### src/design/lir_pkg.sv
// shared constants for the linear interpolation resampler
`default_nettype none

package lir_pkg;

  // default sizing of the block
  localparam int unsigned MAX_RUN_DEF     = 32;
  localparam int unsigned SAMPLE_BITS_DEF = 16;
  localparam int unsigned RATE_BITS_DEF   = 18;

  // result buffer for one input beat
  localparam int unsigned RES_CAP = 64;
  localparam int unsigned RES_AW  = $clog2(RES_CAP);
  localparam int unsigned RES_NW  = $clog2(RES_CAP + 1);

  // rate registers come out of reset at this value
  localparam int unsigned RATE_RESET = 24000;

  // configuration register indexes
  localparam int unsigned CFG_IW = 1;
  localparam logic [CFG_IW-1:0] CFG_SOURCE_RATE = 1'b0;
  localparam logic [CFG_IW-1:0] CFG_TARGET_RATE = 1'b1;

endpackage

`default_nettype wire

### src/design/linear_interp_resampler.sv
// top level of the linear interpolation sample rate converter
`default_nettype none

// Linear interpolation resampler. Output positions are tracked exactly as a pair
// offset and a remainder against target_rate; each interpolated value costs a pass
// through the test state, one bit-serial multiply and one bit-serial divide. After
// the outputs of a pair, the phase update takes one or two further divides, and a
// pair that is skipped takes none. The results of one input beat are collected in
// a 64-entry buffer and then shown one at a time, each read out and then held
// until out_ready_i. A held output adds one more divide, and the final beat of a
// stream adds a pass through the final test state per repeat of its sample. A new
// beat is taken only once every result of the previous one has been delivered.
// Rate registers are written through a plain write port; the user must write them
// only while the block is idle, as the block itself does not enforce it; a rate of
// zero is treated as one.

module linear_interp_resampler
  import lir_pkg::*;
#(
  parameter int unsigned MAX_RUN     = MAX_RUN_DEF,
  parameter int unsigned SAMPLE_BITS = SAMPLE_BITS_DEF,
  parameter int unsigned RATE_BITS   = RATE_BITS_DEF
) (
  input  wire logic                   clk_i,
  input  wire logic                   rst_ni,
  input  wire logic                   in_valid_i,
  output logic                        in_ready_o,
  input  wire logic [SAMPLE_BITS-1:0] sample_in_i,
  input  wire logic                   stream_last_i,
  output logic                        out_valid_o,
  input  wire logic                   out_ready_i,
  output logic [SAMPLE_BITS-1:0]      sample_out_o,
  output logic                        run_last_o,
  output logic                        stream_end_o,
  output logic                        run_overflow_o,
  input  wire logic                   cfg_we_i,
  input  wire logic [CFG_IW-1:0]      cfg_idx_i,
  input  wire logic [RATE_BITS-1:0]   cfg_data_i
);

  localparam int unsigned SB = SAMPLE_BITS;
  localparam int unsigned RB = RATE_BITS;
  localparam int unsigned DW = SB + RB;
  localparam int unsigned JW = $clog2(MAX_RUN + 1);

  typedef enum logic [3:0] {
    S_IDLE,
    S_PTEST,
    S_MUL,
    S_DIV,
    S_HCNT,
    S_PHASE,
    S_TOT,
    S_OFF,
    S_FINAL,
    S_FTEST,
    S_CLEAR,
    S_OUT,
    S_RD,
    S_SHOW
  } state_e;

  state_e state_q, state_d;

  logic [RB-1:0]     src_q, src_d;
  logic [RB-1:0]     tgt_q, tgt_d;
  logic [SB-1:0]     prev_q, prev_d;
  logic              prev_valid_q, prev_valid_d;
  logic [RB-1:0]     skip_q, skip_d;
  logic [RB-1:0]     phase_q, phase_d;
  logic              hold_valid_q, hold_valid_d;
  logic [SB-1:0]     hold_value_q, hold_value_d;
  logic [RB-1:0]     hold_count_q, hold_count_d;
  logic [SB-1:0]     cur_q, cur_d;
  logic              last_q, last_d;
  logic [RB:0]       r_q, r_d;
  logic [JW-1:0]     j_q, j_d;
  logic              hold_mode_q, hold_mode_d;
  logic [RES_NW-1:0] res_n_q, res_n_d;
  logic              ovf_q, ovf_d;
  logic [RES_NW-1:0] rd_idx_q, rd_idx_d;
  logic              out_valid_q, out_valid_d;
  logic              run_last_q, run_last_d;
  logic              stream_end_q, stream_end_d;
  logic              run_ovf_q, run_ovf_d;
  logic [SB-1:0]     out_sample_q;

  logic [SB-1:0]     mem_q [RES_CAP];

  // effective rates and phase arithmetic
  logic [RB-1:0]     fr;
  logic [RB-1:0]     to;
  logic [RB+1:0]     to_x2;
  logic [RB+1:0]     to_x3;
  logic [RB+1:0]     rf;
  logic [RB-1:0]     hc;
  logic [RB:0]       tot_v;
  logic [RB:0]       off_m1;
  logic [DW-1:0]     hold_num;

  // interpolation datapath
  logic [SB:0]       d_ext;
  logic              d_neg;
  logic [SB:0]       d_abs;
  logic [SB:0]       q_signed;
  logic [SB:0]       v_ext;
  logic [SB-1:0]     lerp_v;

  logic              mul_start;
  logic              mul_done;
  logic [DW-1:0]     mul_prod;
  logic              div_start;
  logic [DW-1:0]     div_num;
  logic [RB-1:0]     div_den;
  logic              div_done;
  logic [DW-1:0]     div_quot;
  logic [RB-1:0]     div_rem;

  logic              push_en;
  logic [SB-1:0]     push_data;
  logic              wr_en;
  logic [RES_AW-1:0] wr_addr;

  assign fr    = (src_q == '0) ? RB'(1) : src_q;
  assign to    = (tgt_q == '0) ? RB'(1) : tgt_q;
  assign to_x2 = {1'b0, to, 1'b0};
  assign to_x3 = to_x2 + {2'b00, to};
  assign rf    = {1'b0, r_q} + {2'b00, fr};
  assign hc    = (hold_count_q != '0) ? hold_count_q - RB'(1) : hold_count_q;

  // first position past the target rate, from the remainder of (to - r0) / fr
  assign tot_v  = (div_rem == '0) ? {1'b0, to}
                                  : {1'b0, to} + {1'b0, fr} - {1'b0, div_rem};
  assign off_m1 = div_quot[RB:0] - (RB+1)'(1);
  // ceil((r + fr) / to) as a floor division
  assign hold_num = DW'(rf) + DW'(to) - DW'(1);

  // lerp: prev + sign(d) * (|d| * r / to), truncated toward zero
  assign d_ext    = {cur_q[SB-1], cur_q} - {prev_q[SB-1], prev_q};
  assign d_neg    = d_ext[SB];
  assign d_abs    = d_neg ? (~d_ext + (SB+1)'(1)) : d_ext;
  assign q_signed = d_neg ? (~{1'b0, div_quot[SB-1:0]} + (SB+1)'(1))
                          : {1'b0, div_quot[SB-1:0]};
  assign v_ext    = {prev_q[SB-1], prev_q} + q_signed;
  assign lerp_v   = v_ext[SB-1:0];

  lir_mul #(
    .A_BITS(SB),
    .B_BITS(RB)
  ) u_mul (
    .clk_i  (clk_i),
    .rst_ni (rst_ni),
    .start_i(mul_start),
    .a_i    (d_abs[SB-1:0]),
    .b_i    (r_q[RB-1:0]),
    .done_o (mul_done),
    .prod_o (mul_prod)
  );

  lir_div #(
    .N_BITS(DW),
    .D_BITS(RB)
  ) u_div (
    .clk_i     (clk_i),
    .rst_ni    (rst_ni),
    .start_i   (div_start),
    .dividend_i(div_num),
    .divisor_i (div_den),
    .done_o    (div_done),
    .quot_o    (div_quot),
    .rem_o     (div_rem)
  );

  always_comb begin
    state_d      = state_q;
    src_d        = src_q;
    tgt_d        = tgt_q;
    prev_d       = prev_q;
    prev_valid_d = prev_valid_q;
    skip_d       = skip_q;
    phase_d      = phase_q;
    hold_valid_d = hold_valid_q;
    hold_value_d = hold_value_q;
    hold_count_d = hold_count_q;
    cur_d        = cur_q;
    last_d       = last_q;
    r_d          = r_q;
    j_d          = j_q;
    hold_mode_d  = hold_mode_q;
    res_n_d      = res_n_q;
    ovf_d        = ovf_q;
    rd_idx_d     = rd_idx_q;
    out_valid_d  = out_valid_q;
    run_last_d   = run_last_q;
    stream_end_d = stream_end_q;
    run_ovf_d    = run_ovf_q;
    mul_start    = 1'b0;
    div_start    = 1'b0;
    div_num      = '0;
    div_den      = to;
    push_en      = 1'b0;
    push_data    = hold_value_q;
    wr_en        = 1'b0;
    wr_addr      = '0;

    if (cfg_we_i) begin
      unique case (cfg_idx_i)
        CFG_SOURCE_RATE: src_d = cfg_data_i;
        CFG_TARGET_RATE: tgt_d = cfg_data_i;
        default:         src_d = src_q;
      endcase
    end

    unique case (state_q)
      S_IDLE: begin
        if (in_valid_i) begin
          cur_d   = sample_in_i;
          last_d  = stream_last_i;
          res_n_d = '0;
          ovf_d   = 1'b0;
          // a held output is released or dropped once enough samples are seen
          if (hold_valid_q) begin
            hold_count_d = hc;
            if (stream_last_i) begin
              push_en      = (hc == '0);
              hold_valid_d = 1'b0;
            end else if (hc <= RB'(1)) begin
              push_en      = 1'b1;
              hold_valid_d = 1'b0;
            end
          end
          if (prev_valid_q) begin
            if (skip_q != '0) begin
              skip_d  = skip_q - RB'(1);
              state_d = S_FINAL;
            end else begin
              r_d     = {1'b0, phase_q};
              j_d     = '0;
              state_d = S_PTEST;
            end
          end else begin
            state_d = S_FINAL;
          end
        end
      end
      S_PTEST: begin
        if (r_q >= {1'b0, to}) begin
          state_d = S_PHASE;
        end else if (last_q && (rf > to_x2)) begin
          state_d = S_PHASE;
        end else if (!last_q && (rf > to_x3)) begin
          mul_start   = 1'b1;
          hold_mode_d = 1'b1;
          state_d     = S_MUL;
        end else if (j_q >= JW'(MAX_RUN)) begin
          ovf_d   = 1'b1;
          state_d = S_PHASE;
        end else begin
          mul_start   = 1'b1;
          hold_mode_d = 1'b0;
          state_d     = S_MUL;
        end
      end
      S_MUL: begin
        if (mul_done) begin
          div_start = 1'b1;
          div_num   = mul_prod;
          div_den   = to;
          state_d   = S_DIV;
        end
      end
      S_DIV: begin
        if (div_done) begin
          if (!hold_mode_q) begin
            push_en   = 1'b1;
            push_data = lerp_v;
            j_d       = j_q + JW'(1);
            r_d       = rf[RB:0];
            state_d   = S_PTEST;
          end else begin
            // a still pending held output goes out before the new one is held
            push_en      = hold_valid_q;
            hold_value_d = lerp_v;
            hold_valid_d = 1'b1;
            div_start    = 1'b1;
            div_num      = hold_num;
            div_den      = to;
            state_d      = S_HCNT;
          end
        end
      end
      S_HCNT: begin
        if (div_done) begin
          hold_count_d = div_quot[RB-1:0] - RB'(2);
          state_d      = S_PHASE;
        end
      end
      S_PHASE: begin
        div_start = 1'b1;
        if (r_q >= {1'b0, to}) begin
          div_num = DW'(r_q);
          div_den = to;
          state_d = S_OFF;
        end else begin
          div_num = DW'({1'b0, to} - {1'b0, phase_q});
          div_den = fr;
          state_d = S_TOT;
        end
      end
      S_TOT: begin
        if (div_done) begin
          div_start = 1'b1;
          div_num   = DW'(tot_v);
          div_den   = to;
          state_d   = S_OFF;
        end
      end
      S_OFF: begin
        if (div_done) begin
          phase_d = div_rem;
          skip_d  = (div_quot == '0) ? '0 : off_m1[RB-1:0];
          state_d = S_FINAL;
        end
      end
      S_FINAL: begin
        if (last_q) begin
          if (skip_q == '0) begin
            r_d     = {1'b0, phase_q};
            j_d     = '0;
            state_d = S_FTEST;
          end else begin
            state_d = S_CLEAR;
          end
        end else begin
          prev_d       = cur_q;
          prev_valid_d = 1'b1;
          state_d      = S_OUT;
        end
      end
      S_FTEST: begin
        // repeats of the final sample up to the end of the stream
        if (rf > {2'b00, to}) begin
          state_d = S_CLEAR;
        end else if (j_q >= JW'(MAX_RUN)) begin
          ovf_d   = 1'b1;
          state_d = S_CLEAR;
        end else begin
          push_en   = 1'b1;
          push_data = cur_q;
          j_d       = j_q + JW'(1);
          r_d       = rf[RB:0];
        end
      end
      S_CLEAR: begin
        prev_d       = '0;
        prev_valid_d = 1'b0;
        skip_d       = '0;
        phase_d      = '0;
        hold_valid_d = 1'b0;
        hold_value_d = '0;
        hold_count_d = '0;
        state_d      = S_OUT;
      end
      S_OUT: begin
        rd_idx_d = '0;
        state_d  = (res_n_q == '0) ? S_IDLE : S_RD;
      end
      S_RD: begin
        run_last_d   = (rd_idx_q == res_n_q - RES_NW'(1));
        stream_end_d = (rd_idx_q == res_n_q - RES_NW'(1)) && last_q;
        run_ovf_d    = ovf_q;
        out_valid_d  = 1'b1;
        state_d      = S_SHOW;
      end
      S_SHOW: begin
        if (out_ready_i) begin
          out_valid_d = 1'b0;
          if (rd_idx_q + RES_NW'(1) == res_n_q) begin
            state_d = S_IDLE;
          end else begin
            rd_idx_d = rd_idx_q + RES_NW'(1);
            state_d  = S_RD;
          end
        end
      end
      default: state_d = S_IDLE;
    endcase

    // result buffer append, overflow past its capacity
    if (push_en) begin
      if (res_n_d < RES_NW'(RES_CAP)) begin
        wr_en   = 1'b1;
        wr_addr = res_n_d[RES_AW-1:0];
        res_n_d = res_n_d + RES_NW'(1);
      end else begin
        ovf_d = 1'b1;
      end
    end
  end

  always_ff @(posedge clk_i or negedge rst_ni) begin
    if (!rst_ni) begin
      state_q      <= S_IDLE;
      src_q        <= RB'(RATE_RESET);
      tgt_q        <= RB'(RATE_RESET);
      prev_q       <= '0;
      prev_valid_q <= 1'b0;
      skip_q       <= '0;
      phase_q      <= '0;
      hold_valid_q <= 1'b0;
      hold_value_q <= '0;
      hold_count_q <= '0;
      cur_q        <= '0;
      last_q       <= 1'b0;
      r_q          <= '0;
      j_q          <= '0;
      hold_mode_q  <= 1'b0;
      res_n_q      <= '0;
      ovf_q        <= 1'b0;
      rd_idx_q     <= '0;
      out_valid_q  <= 1'b0;
      run_last_q   <= 1'b0;
      stream_end_q <= 1'b0;
      run_ovf_q    <= 1'b0;
    end else begin
      state_q      <= state_d;
      src_q        <= src_d;
      tgt_q        <= tgt_d;
      prev_q       <= prev_d;
      prev_valid_q <= prev_valid_d;
      skip_q       <= skip_d;
      phase_q      <= phase_d;
      hold_valid_q <= hold_valid_d;
      hold_value_q <= hold_value_d;
      hold_count_q <= hold_count_d;
      cur_q        <= cur_d;
      last_q       <= last_d;
      r_q          <= r_d;
      j_q          <= j_d;
      hold_mode_q  <= hold_mode_d;
      res_n_q      <= res_n_d;
      ovf_q        <= ovf_d;
      rd_idx_q     <= rd_idx_d;
      out_valid_q  <= out_valid_d;
      run_last_q   <= run_last_d;
      stream_end_q <= stream_end_d;
      run_ovf_q    <= run_ovf_d;
    end
  end

  always_ff @(posedge clk_i) begin
    if (wr_en) begin
      mem_q[wr_addr] <= push_data;
    end
  end

  always_ff @(posedge clk_i) begin
    if (state_q == S_RD) begin
      out_sample_q <= mem_q[rd_idx_q[RES_AW-1:0]];
    end
  end

  assign in_ready_o     = (state_q == S_IDLE);
  assign out_valid_o    = out_valid_q;
  assign sample_out_o   = out_sample_q;
  assign run_last_o     = run_last_q;
  assign stream_end_o   = stream_end_q;
  assign run_overflow_o = run_ovf_q;

  // input and output sides never overlap within one beat's processing
  a_no_overlap: assert property (@(posedge clk_i) disable iff (!rst_ni)
    !(out_valid_o && in_ready_o))
    else $error("result shown while a new input beat is taken");

  a_res_bound: assert property (@(posedge clk_i) disable iff (!rst_ni)
    res_n_q <= RES_NW'(RES_CAP))
    else $error("result count past buffer capacity");

  a_run_bound: assert property (@(posedge clk_i) disable iff (!rst_ni)
    j_q <= JW'(MAX_RUN))
    else $error("run counter past its limit");

  a_busy_after_accept: assert property (@(posedge clk_i) disable iff (!rst_ni)
    (in_valid_i && in_ready_o) |=> !in_ready_o)
    else $error("ready held after an accepted beat");

  a_read_in_range: assert property (@(posedge clk_i) disable iff (!rst_ni)
    (state_q == S_RD) |-> (rd_idx_q < res_n_q))
    else $error("result read beyond the filled part of the buffer");

endmodule

`default_nettype wire

### src/design/lir_mul.sv
// bit-serial unsigned shift-add multiplier, one multiplier bit per cycle
`default_nettype none

module lir_mul
  import lir_pkg::*;
#(
  parameter int unsigned A_BITS = SAMPLE_BITS_DEF,
  parameter int unsigned B_BITS = RATE_BITS_DEF
) (
  input  wire logic                       clk_i,
  input  wire logic                       rst_ni,
  input  wire logic                       start_i,
  input  wire logic [A_BITS-1:0]          a_i,
  input  wire logic [B_BITS-1:0]          b_i,
  output logic                            done_o,
  output logic [A_BITS+B_BITS-1:0]        prod_o
);

  localparam int unsigned P_BITS = A_BITS + B_BITS;
  localparam int unsigned CW     = $clog2(B_BITS + 1);

  logic [A_BITS-1:0] a_q;
  logic [B_BITS-1:0] b_q;
  logic [P_BITS-1:0] acc_q;
  logic [CW-1:0]     cnt_q;
  logic              busy_q;
  logic              done_q;
  logic [P_BITS-1:0] addend;

  // msb first: shift the partial sum, add the multiplicand when the bit is set
  assign addend = b_q[B_BITS-1] ? {{B_BITS{1'b0}}, a_q} : '0;

  always_ff @(posedge clk_i or negedge rst_ni) begin
    if (!rst_ni) begin
      busy_q <= 1'b0;
      done_q <= 1'b0;
      cnt_q  <= '0;
    end else begin
      done_q <= 1'b0;
      if (start_i) begin
        busy_q <= 1'b1;
        cnt_q  <= CW'(B_BITS);
      end else if (busy_q) begin
        cnt_q <= cnt_q - CW'(1);
        if (cnt_q == CW'(1)) begin
          busy_q <= 1'b0;
          done_q <= 1'b1;
        end
      end
    end
  end

  always_ff @(posedge clk_i) begin
    if (start_i) begin
      a_q   <= a_i;
      b_q   <= b_i;
      acc_q <= '0;
    end else if (busy_q) begin
      acc_q <= {acc_q[P_BITS-2:0], 1'b0} + addend;
      b_q   <= {b_q[B_BITS-2:0], 1'b0};
    end
  end

  assign done_o = done_q;
  assign prod_o = acc_q;

endmodule

`default_nettype wire

### src/design/lir_div.sv
// bit-serial restoring divider, one quotient bit per cycle
`default_nettype none

module lir_div
  import lir_pkg::*;
#(
  parameter int unsigned N_BITS = SAMPLE_BITS_DEF + RATE_BITS_DEF,
  parameter int unsigned D_BITS = RATE_BITS_DEF
) (
  input  wire logic              clk_i,
  input  wire logic              rst_ni,
  input  wire logic              start_i,
  input  wire logic [N_BITS-1:0] dividend_i,
  input  wire logic [D_BITS-1:0] divisor_i,
  output logic                   done_o,
  output logic [N_BITS-1:0]      quot_o,
  output logic [D_BITS-1:0]      rem_o
);

  localparam int unsigned CW = $clog2(N_BITS + 1);

  logic [N_BITS-1:0] quot_q;
  logic [D_BITS-1:0] rem_q;
  logic [D_BITS-1:0] den_q;
  logic [CW-1:0]     cnt_q;
  logic              busy_q;
  logic              done_q;
  logic [D_BITS:0]   trial;
  logic [D_BITS:0]   diff;
  logic              ge;

  // the dividend shifts out of the top of quot_q as quotient bits shift in
  assign trial = {rem_q, quot_q[N_BITS-1]};
  assign diff  = trial - {1'b0, den_q};
  assign ge    = (trial >= {1'b0, den_q});

  always_ff @(posedge clk_i or negedge rst_ni) begin
    if (!rst_ni) begin
      busy_q <= 1'b0;
      done_q <= 1'b0;
      cnt_q  <= '0;
    end else begin
      done_q <= 1'b0;
      if (start_i) begin
        busy_q <= 1'b1;
        cnt_q  <= CW'(N_BITS);
      end else if (busy_q) begin
        cnt_q <= cnt_q - CW'(1);
        if (cnt_q == CW'(1)) begin
          busy_q <= 1'b0;
          done_q <= 1'b1;
        end
      end
    end
  end

  always_ff @(posedge clk_i) begin
    if (start_i) begin
      quot_q <= dividend_i;
      rem_q  <= '0;
      den_q  <= divisor_i;
    end else if (busy_q) begin
      quot_q <= {quot_q[N_BITS-2:0], ge};
      rem_q  <= ge ? diff[D_BITS-1:0] : trial[D_BITS-1:0];
    end
  end

  assign done_o = done_q;
  assign quot_o = quot_q;
  assign rem_o  = rem_q;

endmodule

`default_nettype wire
### config.mk
export PLATFORM = sky130hd
export DESIGN_NAME = linear_interp_resampler
export DESIGN_NICKNAME = d
export VERILOG_FILES = /design/src/design/lir_pkg.sv /design/src/design/linear_interp_resampler.sv /design/src/design/lir_mul.sv /design/src/design/lir_div.sv
export SDC_FILE = /design/constraint.sdc
export NUM_CORES = 2
export LEC_CHECK = 0
export BUFFER_PORTS_ARGS = -buffer_cell sky130_fd_sc_hd__buf_2
export CAP_MARGIN = 30
export CELL_PAD_IN_SITES_DETAIL_PLACEMENT = 2
export CELL_PAD_IN_SITES_GLOBAL_PLACEMENT = 2
export CORE_UTILIZATION = 50
export DETAILED_ROUTE_END_ITERATION = 10
export PLACE_DENSITY = 0.89
export SLEW_MARGIN = 20
export SYNTH_ARGS = -nofsm -noshare
export SYNTH_HDL_FRONTEND = slang
export SYNTH_SLANG_ARGS = --single-unit
### constraint.sdc
create_clock -name clk_i -period 12.95 [get_ports clk_i]
set_clock_uncertainty 0.2 [all_clocks]
set_input_delay 2.59 -clock clk_i [delete_from_list [all_inputs] [get_ports clk_i]]
set_output_delay 2.59 -clock clk_i [all_outputs]
set_load 0.03 [all_outputs]
==> run metrics, run 1 <==
stage at which the run stopped=4_1_cts; post-CTS setup repair buffer count=0; H-Tree Depth=4; number of nets in the synthesized netlist=5,230; biggest area consumer among synthesized cells=sky130_fd_sc_hd__edfxtp_1; First Error=[ERROR DPL-0033] detailed placement checks failed during check placement.; floorplan die width=370 um; Final GP Congestion=0.912; Distinct cells, synth=86; flops & latches, synth=1,383; row count=134; number of sinks handled by clock tree synthesis=1,383; maximum clock path buffer count=3; synthesized area=0.0676 mm2; clock root buffer master=sky130_fd_sc_hd__clkbuf_16; CTS Buf Count=150; placed wire-length estimate=187 mm; fraction of registers with async set or reset after synthesis=14.8%; Syn Inst Count=4,896; result of the run=aborted with a tool error; post-synth top area share=50.0%; commonest register cell after synthesis=sky130_fd_sc_hd__edfxtp_1; synthesized area per cell=13.8 um2; hold-fix buffers at CTS=0; # resized after CTS=0; sequential element share of the synthesized area=59.2%; Port Buffers=61; cell types occupying the most area after synthesis=sky130_fd_sc_hd__edfxtp_1 50%, sky130_fd_sc_hd__mux4_2 11%, sky130_fd_sc_hd__dfrtp_1 7.1%; Initial Util=50.5%; I/O Pins=62; number of synthesized flops with an enable pin=1,126; die boundary height=370 um; YS warnings=0
cell families after synthesis:
family	synth area share, %
compound gates	8.58
fa+ha+maj	5.71
simple gates	8.21
buf+inv	2.80
flops	59.2
xor+xnor	2.89
mux	12.6
cell usage after synthesis (all sizes together), types with 12 or more instances:
cell / instances
dfstp: 14
dfrtp: 191
and3: 37
a31oi: 29
fa: 26
nor4: 46
mux4: 336
buf: 39
a22o: 26
ha: 267
nand2: 371
nand3: 80
o22ai: 19
inv: 243
nand4: 26
xnor2: 140
nor2b: 46
and2: 40
o211ai: 19
or4: 12
o21a: 34
mux2i: 50
nor2: 305
mux2: 43
nand2b: 40
a211oi: 57
edfxtp: 1126
o21ai: 244
a21o: 61
nor3: 98
a21oi: 189
clkbuf: 221
or3: 31
a221oi: 20
o31ai: 44
a22oi: 12
or2: 17
o21bai: 13
xor2: 83
dfxtp: 52
per-stage QoR:
stage | setup slack, ps | hold WS [ps] | util (%) | area, um2 | std cells
floorplan | 4930 | 239 | - | 67600 | 4896
global placement | 4470 | 261 | 52.5 | 70300 | 6581
detailed placement | 3830 | 288 | 52.7 | 70600 | 6594
==> inputs of run 2 (changes only) <==
Settings changed: CELL_PAD_IN_SITES_DETAIL_PLACEMENT 2 to not set, CELL_PAD_IN_SITES_GLOBAL_PLACEMENT 2 to not set, CORE_UTILIZATION 50 to 40, PLACE_DENSITY 0.89 to not set, PLACE_DENSITY_LB_ADDON set to 0.15.
==> run 2 against run 1 <==
  * The run now ends clean
  * Area after synthesis stayed put
  * Synthesized cell count stayed put
==> run metrics, run 2 <==
result of the run=finished clean; floorplan die area=0.171 mm2; highest fanout seen on the critical path=16; clock root buffer master=sky130_fd_sc_hd__clkbuf_16; upper clock frequency limit=121 MHz; post-synthesis mux area share=12.6%; Distinct cells, synth=86; detailed-route vias per instance=5.70; worst slack after detailed placement=4960 ps; most common cell in the netlist=sky130_fd_sc_hd__edfxtp_1; DRC violations left=0; initial antenna violation count=6; Routed Antenna Nets=0; internal reg-to-reg setup slack=4670 ps; compound-gate portion of the synthesized area=8.58%; Maximum Capacitance Violations=0; area inside the core boundary=0.167 mm2; Static Leak=26.7 nW; detailed-route via count=41,700; routed wire length per instance=26.0 um; Worst EP arrival=8470 ps; Commonest cells post-synth=1,126 x sky130_fd_sc_hd__edfxtp_1, 371 x sky130_fd_sc_hd__nand2_1, 336 x sky130_fd_sc_hd__mux4_2; final worst-path setup slack=4670 ps; power density of the placed cells=230 mW/mm2; worst min-delay path startpoint=j_q[4]$_DFFE_PN0P_; number of nets in the finished design=5,322; combined global-route utilization of all metal layers=22.4%; worst hold slack after final layout=277 ps; fillcell total=15,000; path type of the worst setup path=flip-flop to flip-flop; setup TNS=0 ps; power share of the clock group=24.6%; post-CTS setup repair buffer count=0; count of final setup violators=0; most frequent standard cell in the layout excluding fill and tap cells=sky130_fd_sc_hd__edfxtp_1; worst slew margin relative to its limit=27.2%; hold-fix buffers at CTS=0; commonest register cell after synthesis=sky130_fd_sc_hd__edfxtp_1; H-Tree Depth=4; leading cell types in the layout, fill and taps excluded=1,126 x sky130_fd_sc_hd__edfxtp_1, 367 x sky130_fd_sc_hd__nand2_1, 336 x sky130_fd_sc_hd__mux4_2; Largest register FFs=1,024; peak supply drop=246 uV; setup repair after global routing missed its margin=no; post-synth top area share=50.0%; worst hold path depth=1; area fraction in and, or, nand and nor cells after synthesis=8.21%; number of synthesized flops with an enable pin=1,126; Clock transition at path regs=60 ps; logic depth of the worst register-to-register path=25; Min-Delay Path Class=flip-flop to flip-flop; type of origin of the critical path=flip-flop; Comb power frac=40.1%; Detailed Route WL=190 mm; fraction of registers with async set or reset after synthesis=14.8%; biggest area consumer among synthesized cells=sky130_fd_sc_hd__edfxtp_1; largest reg by FF count=mem_q; post-route fraction of the period consumed by the critical path=63.9%; die boundary height=413 um; flops & latches, synth=1,383; placed wire-length estimate=131 mm; largest incremental delay on the critical path=660 ps; Port Buffers=61; number of nets in the synthesized netlist=5,230; initial drt markers=3,790; Syn Inst Count=4,896; final total power=17.5 mW; row count=150; synthesized area per cell=13.8 um2; endpoint of the worst hold path=j_q[4]$_DFFE_PN0P_; synthesized area=0.0676 mm2; # resized after CTS=0; vias in the first global route=41,400; floorplan die width=413 um; slowest stage cell, crit path=sky130_fd_sc_hd__and2_1; clock tree from TritonCTS=done; dominant combinational cell family by area after synthesis=multiplexers; GRT overflow=0; post-synthesis adder-cell area fraction=5.71%; data required time of the worst path=13,140 ps; pin slew with the least headroom to its limit=1090 ps; YS warnings=0; xor-xnor portion of the synthesized cell area=2.89%; share of total power in sequential cells=35.3%; worst-skew pair later-pin latency=790 ps; maximum clock path buffer count=3; number of hold violations in the final report=0; Initial Util=40.4%; destination of the worst register-to-register timing path=mem_q[18][15]$_DFFE_PP_; CTS Buf Count=150; cell types occupying the most area after synthesis=sky130_fd_sc_hd__edfxtp_1 50%, sky130_fd_sc_hd__mux4_2 11%, sky130_fd_sc_hd__dfrtp_1 7.1%; number of sinks handled by clock tree synthesis=1,383; power dissipated by switching net loads=6.80 mW; global-route wire length before repair=282 mm; maximum number of pins on one net before global-route repair=115; proportion of layout cells with a drive suffix above 1=17.3%; startpoint of the worst-slack reg-to-reg timing path=src_q[14]$_DFFE_PN1P_; Critical Path End Type=flip-flop; design internal power=10.7 mW; kind of cell adding the most delay to the critical path=simple AND/OR/NAND/NOR gates; switching part of the total=38.9%; Final GP Congestion=0.920; sequential element share of the synthesized area=59.2%; I/O Pins=62; post-layout min period=8280 ps; first-pass iteration count of the detailed router=6; Crit path buffers/inverters=2; Layout area overhead=12.5%; final count of pins violating max slew=0
==> run 2: cell counts after synthesis <==
Identical to the previous run, type by type.
==> run 2: cell families after synthesis <==
family / count (synthesis)
AO/OA/AOI/OAI: 888
XOR/XNOR: 223
adder cells (fa/ha/maj): 293
buffers and inverters: 503
flip-flops: 1383
multiplexers: 429
AND/OR/NAND/NOR: 1177
==> run 2: worst max-delay path by stage <==
stage | startpoint | to | slack [ps] | cells after the start
floorplan | src_q[8]$_DFFE_PN1P_ | mem_q[0][2]$_DFFE_PP_ | 4930 | 23
global placement | src_q[12]$_DFFE_PN1P_ | mem_q[14][11]$_DFFE_PP_ | 4690 | 24
detailed placement | src_q[14]$_DFFE_PN1P_ | mem_q[18][2]$_DFFE_PP_ | 4960 | 25
CTS | src_q[14]$_DFFE_PN1P_ | mem_q[18][2]$_DFFE_PP_ | 4880 | 25
global route | src_q[6]$_DFFE_PN1P_ | mem_q[18][15]$_DFFE_PP_ | 4260 | 25
finish | src_q[14]$_DFFE_PN1P_ | mem_q[18][15]$_DFFE_PP_ | 4670 | 25
==> run 2: final cells by class <==
cell class	instances	area, um2	area share (%)
Clock inverter	90	1030	1.35
Multi-Input combinational cell	3010	25900	34.1
Tap cell	2204	2760	3.63
Timing Repair Buffer	200	1490	1.96
Clock buffer	183	3920	5.15
Inverter	243	912	1.20
Antenna cell	2	5.00	0.00658
Sequential cell	1383	40000	52.6
==> run 2: metal layers <==
layer / GRT usage, % / wire length [um] / up-vias
li1: - / - / 19000
met1: 30.9 / 83600 / 21300
met2: 36.3 / 90300 / 1190
met3: 3.33 / 10200 / 265
met4: 7.13 / 6080 / 2
met5: 0 / 13 / -
==> run 2: through the flow <==
step / cells / utilization, % / instance area [um2]
floorplan: 4896 / - / 67600
global placement: 7028 / 42.4 / 70900
detailed placement: 7036 / 42.4 / 71000
CTS: 7309 / 45.4 / 76000
global route: 7313 / 45.4 / 76100
finish: 7315 / 45.4 / 76100
==> run 2: power by group through the flow <==
stage	clock [mW]	sequential, mW	combinational, mW
6_report	4.30	6.17	7.01
5_1_grt	4.58	6.23	7.63
2_1_floorplan	0	5.91	4.93
4_1_cts	4.41	6.17	6.99
3_3_place_gp	0	6.27	6.89
3_5_place_dp	0	6.26	6.94
==> run 2: worst register-to-register path: cells and delay by family (launching register included) <==
kind / cells / cell delay [ps]
simple gates: 12 / 3480
compound gates: 7 / 1940
fa+ha+maj: 3 / 1020
flops: 1 / 570
buf+inv: 2 / 380
xor+xnor: 1 / 310
Note: power is estimated with default switching activity, not from simulation.
